==> config.mk <==
export PLATFORM = sky130hd
export DESIGN_NAME = cltl_div
export DESIGN_NICKNAME = d
export VERILOG_FILES = /design/src/rtl/cltl_pkg.sv /design/src/rtl/cltl_div.sv
export SDC_FILE = /design/constraint.sdc
export NUM_CORES = 2
export LEC_CHECK = 0
export BUFFER_PORTS_ARGS = -buffer_cell sky130_fd_sc_hd__buf_2
export CAP_MARGIN = 20
export CORE_MARGIN = 2
export CORE_UTILIZATION = 50
export CTS_CLUSTER_SIZE = 12
export DETAILED_ROUTE_END_ITERATION = 16
export GPL_ROUTABILITY_DRIVEN = 0
export GPL_TIMING_DRIVEN = 0
export MAX_ROUTING_LAYER = met4
export PLACE_DENSITY = 0.71
export SLEW_MARGIN = 5
export SYNTH_ARGS = -nofsm -noshare
export SYNTH_HDL_FRONTEND = slang
export SYNTH_SLANG_ARGS = --single-unit
==> constraint.sdc <==
create_clock -name clock -period 5.5 [get_ports clock]
set_clock_uncertainty 0.2 [all_clocks]
set_input_delay 0 -clock clock [delete_from_list [all_inputs] [get_ports clock]]
set_output_delay 0 -clock clock [all_outputs]
set_load 0.02 [all_outputs]
==> src/rtl/cltl_pkg.sv <==
`default_nettype none
// ----------------------------------------------------------------------------
// cltl_pkg
// Types and constants shared by the clamped linear table interpolator.
// ----------------------------------------------------------------------------
package cltl_pkg;

   localparam int TABLE_DEPTH_DEF = 64;
   localparam int VALUE_W         = 32;
   localparam int IDX_W           = 6;
   localparam int COUNT_W         = 7;
   localparam int WEIGHT_FRAC     = 16;
   localparam int WEIGHT_W        = WEIGHT_FRAC + 1;
   localparam int DIV_W           = VALUE_W + 1;
   localparam int DIV_STAGES      = WEIGHT_FRAC + 1;

   typedef enum logic {
      ACT_WRITE = 1'b0,
      ACT_QUERY = 1'b1
   } action_type;

   typedef struct packed {
      action_type                  action;
      logic [IDX_W-1:0]            entry_index;
      logic signed [VALUE_W-1:0]   entry_radius;
      logic signed [VALUE_W-1:0]   entry_twist;
      logic signed [VALUE_W-1:0]   entry_chord;
      logic signed [VALUE_W-1:0]   query_radius;
   } req_type;

   typedef struct packed {
      logic signed [VALUE_W-1:0]   interp_twist;
      logic signed [VALUE_W-1:0]   interp_chord;
      logic [IDX_W-1:0]            lower_index;
      logic [IDX_W-1:0]            upper_index;
      logic [WEIGHT_W-1:0]         weight;
   } rsp_type;

endpackage
`default_nettype wire

==> src/rtl/cltl_div.sv <==
`default_nettype none
// ----------------------------------------------------------------------------
// cltl_div
// Pipelined restoring divider: quotient = floor(num * 2^16 / den) for
// num <= den, one quotient bit per stage, valid bits move with the data.
// ----------------------------------------------------------------------------
module cltl_div (
   input  wire logic                                   clock,
   input  wire logic                                   reset,
   input  wire logic                                   en,
   input  wire logic                                   in_valid,
   input  wire logic [cltl_pkg::DIV_W-1:0]             num,
   input  wire logic [cltl_pkg::DIV_W-1:0]             den,
   output logic                                        out_valid,
   output logic [cltl_pkg::WEIGHT_W-1:0]               quotient
);

   localparam int NS = cltl_pkg::DIV_STAGES;
   localparam int DW = cltl_pkg::DIV_W;
   localparam int QW = cltl_pkg::WEIGHT_W;

   logic [NS-1:0]        valid_ff;
   logic [DW-1:0]        rem_ff [NS];
   logic [DW-1:0]        den_ff [NS];
   logic [QW-1:0]        quo_ff [NS];
   logic [DW-1:0]        rem_in [NS];
   logic [DW-1:0]        den_in [NS];
   logic [QW-1:0]        quo_in [NS];

   genvar k;
   generate
      for (k = 0; k < NS; k++) begin : g_stage
         logic [DW:0]   trial_in;
         logic [DW:0]   diff_in;
         logic [QW-1:0] quo_prev;
         logic          fits;

         if (k == 0) begin : g_first
            assign trial_in  = {1'b0, num};
            assign den_in[k] = den;
            assign quo_prev  = '0;
         end else begin : g_next
            assign trial_in  = {rem_ff[k-1], 1'b0};
            assign den_in[k] = den_ff[k-1];
            assign quo_prev  = quo_ff[k-1];
         end

         assign diff_in   = trial_in - {1'b0, den_in[k]};
         assign fits      = (trial_in >= {1'b0, den_in[k]});
         assign rem_in[k] = fits ? diff_in[DW-1:0] : trial_in[DW-1:0];
         assign quo_in[k] = {quo_prev[QW-2:0], fits};
      end
   endgenerate

   always_ff @(posedge clock) begin
      if (reset) begin
         valid_ff <= '0;
      end else if (en) begin
         valid_ff <= {valid_ff[NS-2:0], in_valid};
      end
      if (en) begin
         for (int s = 0; s < NS; s++) begin
            rem_ff[s] <= rem_in[s];
            den_ff[s] <= den_in[s];
            quo_ff[s] <= quo_in[s];
         end
      end
   end

   assign out_valid = valid_ff[NS-1];
   assign quotient  = quo_ff[NS-1];

endmodule
`default_nettype wire

==> results.cfg <==
[power_and_ir_drop]
p_int_mw = 28.8
p_leak_nw = 33.5
switching_share_pct = 38.4
fin_total_pwr_mw = 46.8
peakVddDrop_v = 0.000298
powerDensity_nw_per_um2 = 574
p_sw_mw = 18.0
power_frac_clock_pct = 18.7
p_comb_share_pct = 48.6
seqPwrFrac_pct = 32.7

[synthesis]
async_flop_share_pct = 0
postSynthCellCount = 6728
synth_common_cells = edfxtp_1 (1209), inv_1 (726), ha_1 (560), a21oi_1 (540), o21ai_0 (506)
synth_top_family_by_area = compound AO/OA/AOI/OAI gates
yosys.area.top_type_share_pct = 50.1
synth-edff-count = 1209
synthTopCellsByArea = edfxtp_1 (50%), ha_1 (9.7%), inv_1 (3.8%)
synth-main-ff-cell = edfxtp_1
synth_compound_area_share_pct = 16.0
synth.most_common_cell = edfxtp_1
synthDistinctLibCells = 89
yosysSeqAreaShare_pct = 50.5
synth_area_um2 = 72500
yosys_warnings = 0
syn_area_per_cell_um2 = 10.8
synth_nets = 7374
synth_xor_area_share_pct = 5.34
yosys.area_share.simple_pct = 9.53
ys_ff_latch = 1226
muxShareOfSynthArea_pct = 3.72
synth_fa_ha_area_share_pct = 10.1
yosysTopAreaCell = edfxtp_1

[sta]
finalCriticalPeriod_ns = 5.38
worst_slew_pin_slew_ns = 1.12
finalSetupTns_ns = 0
finalCritPeriodShare_pct = 97.8
rsz0062_at_grt = false
hold_violations = 0
fmax_ghz = 0.186
setup_viol = 0
slew_headroom_pct = 24.5
drv_slew = 0

[worst_setup_path]
cp_max_fo = 10
crit_required_ns = 5.76
worstSetupPathType = reg -> reg
worstPathArrival_ns = 5.64
crit_path_start_kind = flip-flop
regToRegEndpoint = rem_ff[0][520]
reg2reg_setup_slack_ns = 0.12
rr_startpoint = rem_ff[0][463]
ff2ff_path_depth = 11
crit_path_end_kind = flip-flop

[status]
status = finished clean

[final_layout]
final_nets = 7776
n_antenna_cell = 0
drive_above_1_share_pct = 7.84
area_growth_pct = 12.4

[clocking]
numClockSinks = 1226
cts_tree = yes
postCtsSetupRepairBufs = 0
cts_buffers = 139
cts_buffer_depth = 3
root_buffer = clkbuf_16
htree_levels = 4
clkTransAtPathRegs_ns = 0.06
worstSkewPairLatency_ns = 0.76

[grt]
overflow = 0
grt_max_degree = 176
grt_usage_pct = 22.1
grt_pass1_wl_um = 256000
grt_pass1_vias = 52893
antenna_found_initial = 0

[placed_design]
dpl.hpwl_um = 120000
io_buffers = 86

[job]
cap_violations = 0

[die]
start_util_pct = 50.4
rows = 139
ios = 88
die_area_um2 = 148000
fp.coreArea_um2 = 144000
die_y_um = 385
die_x_um = 385

[drt]
route.detailed.drc = 0
vias = 51799
detail-route-antenna-nets = 0
drt_iter0_markers = 3074
wirelength_um = 160000
first_pass_iters = 6
wire_per_inst_um = 17.5
routed_via_density = 5.67

[worst_hold_path]
hold_path_end = valid_ff[12]
hold_depth = 4
hp-start = reset
min_path_type = in -> reg
[power by group through the flow]
| stage | Sequential [mW] | Clock (mW) | Combinational (mW) |
|---|---|---|---|
| floorplan | 15.0 | 0 | 17.0 |
| global placement | 15.7 | 0 | 21.6 |
| detailed placement | 15.4 | 0 | 22.1 |
| CTS | 15.3 | 8.97 | 22.4 |
| global route | 15.6 | 9.31 | 25.1 |
| finish | 15.3 | 8.72 | 22.7 |
[layout make-up]
| class | instances | area [um2] |
|---|---|---|
| Buffer | 182 | 723 |
| Clock inverter | 59 | 444 |
| Clock buffer | 186 | 3840 |
| Fill cell | 11477 | 62300 |
| Tap cell | 1903 | 2380 |
| Inverter | 727 | 2730 |
| Multi-Input combinational cell | 4593 | 32400 |
| Sequential cell | 1226 | 36600 |
| Timing Repair Buffer | 261 | 2300 |
[layout by cell type, fill, tap and decap left out, types with 37 or more instances in the layout]
| master | count |
|---|---|
| o21bai_1 | 73 |
| a21o_1 | 251 |
| clkbuf_1 | 189 |
| clkbuf_16 | 147 |
| inv_1 | 726 |
| ha_1 | 560 |
| nand2b_1 | 78 |
| nand2_1 | 499 |
| a211oi_1 | 40 |
| nor2_1 | 356 |
| edfxtp_1 | 1209 |
| mux2_2 | 212 |
| nand3_1 | 140 |
| a21oi_1 | 540 |
| buf_2 | 104 |
| xor2_1 | 176 |
| dlygate4sd3_1 | 162 |
| nor2b_1 | 76 |
| and3_1 | 39 |
| o21a_1 | 82 |
| nor3_1 | 72 |
| o21ai_0 | 506 |
| o31ai_1 | 37 |
| xnor2_1 | 266 |
| a31oi_1 | 54 |
| nand4_1 | 78 |
[state kept, by name, summed over array words and instances (netlist names)]
signal,count
valid_ff,17
den_ff,528
rem_ff,528
quo_ff,153
[routing by layer]
| metal | up-vias | part of all wire [%] | global-route usage, % |
|---|---|---|---|
| met1 | 24122 | 34 | 19.0 |
| met2 | 1619 | 55 | 43.1 |
| met5 | - | 0 | - |
| li1 | 25364 | - | - |
| met4 | 0 | 7.8 | 16.1 |
| met3 | 694 | 3.7 | 2.96 |
[logic make-up (layout without fill, tap and decap cells)]
family          count (synthesis)  in the layout
buf+inv                       909           1415
simple gates                 1474           1474
mux                           243            243
flops                        1226           1226
compound gates               1858           1858
fa+ha+maj                     576            576
xor+xnor                      442            442
[worst max-delay path: stages, from the launching register on]
cell      delay [ns]
edfxtp_1        0.41
ha_1            0.37
nor2b_1         0.17
o31a_1          0.28
o31ai_1         0.69
a311oi_1        0.36
o211ai_1        0.39
o211a_1         0.23
o21ai_0         0.15
a211oi_2        0.96
clkbuf_1        0.65
o21ai_0         0.21
[worst max-delay path by stage]
stage,start,end,depth (start not counted)
final,rem_ff[0][463],rem_ff[0][520],11
after CTS,rem_ff[0][303],rem_ff[0][359],12
after detailed placement,rem_ff[0][303],rem_ff[0][359],12
after global routing,rem_ff[0][133],rem_ff[0][191],11
after global placement,en,valid_ff[7],5
after floorplan,rem_ff[0][364],rem_ff[0][400],11
[stage by stage]
step	utilization, %	cell area (um2)	setup WS [ns]	hold WS, ns	cells
2_1_floorplan	-	72500	1.76	-0.101	6728
3_3_place_gp	52.4	75300	-14.01	-0.00303	8717
3_5_place_dp	52.6	75600	0.181	-0.00690	8729
4_1_cts	56.7	81500	0.0991	0.0369	9136
5_1_grt	56.7	81500	0.0334	0.0891	9137
6_report	56.7	81500	0.121	0.0904	9137
[repair_timing]
action                                 4_1_cts  5_1_grt
endpoints found under the hold margin      234        0
setup endpoints to repair                    0        4
hold buffers                               162        0
gates resized for setup                      0        5
(Power assumes the default switching activity.)
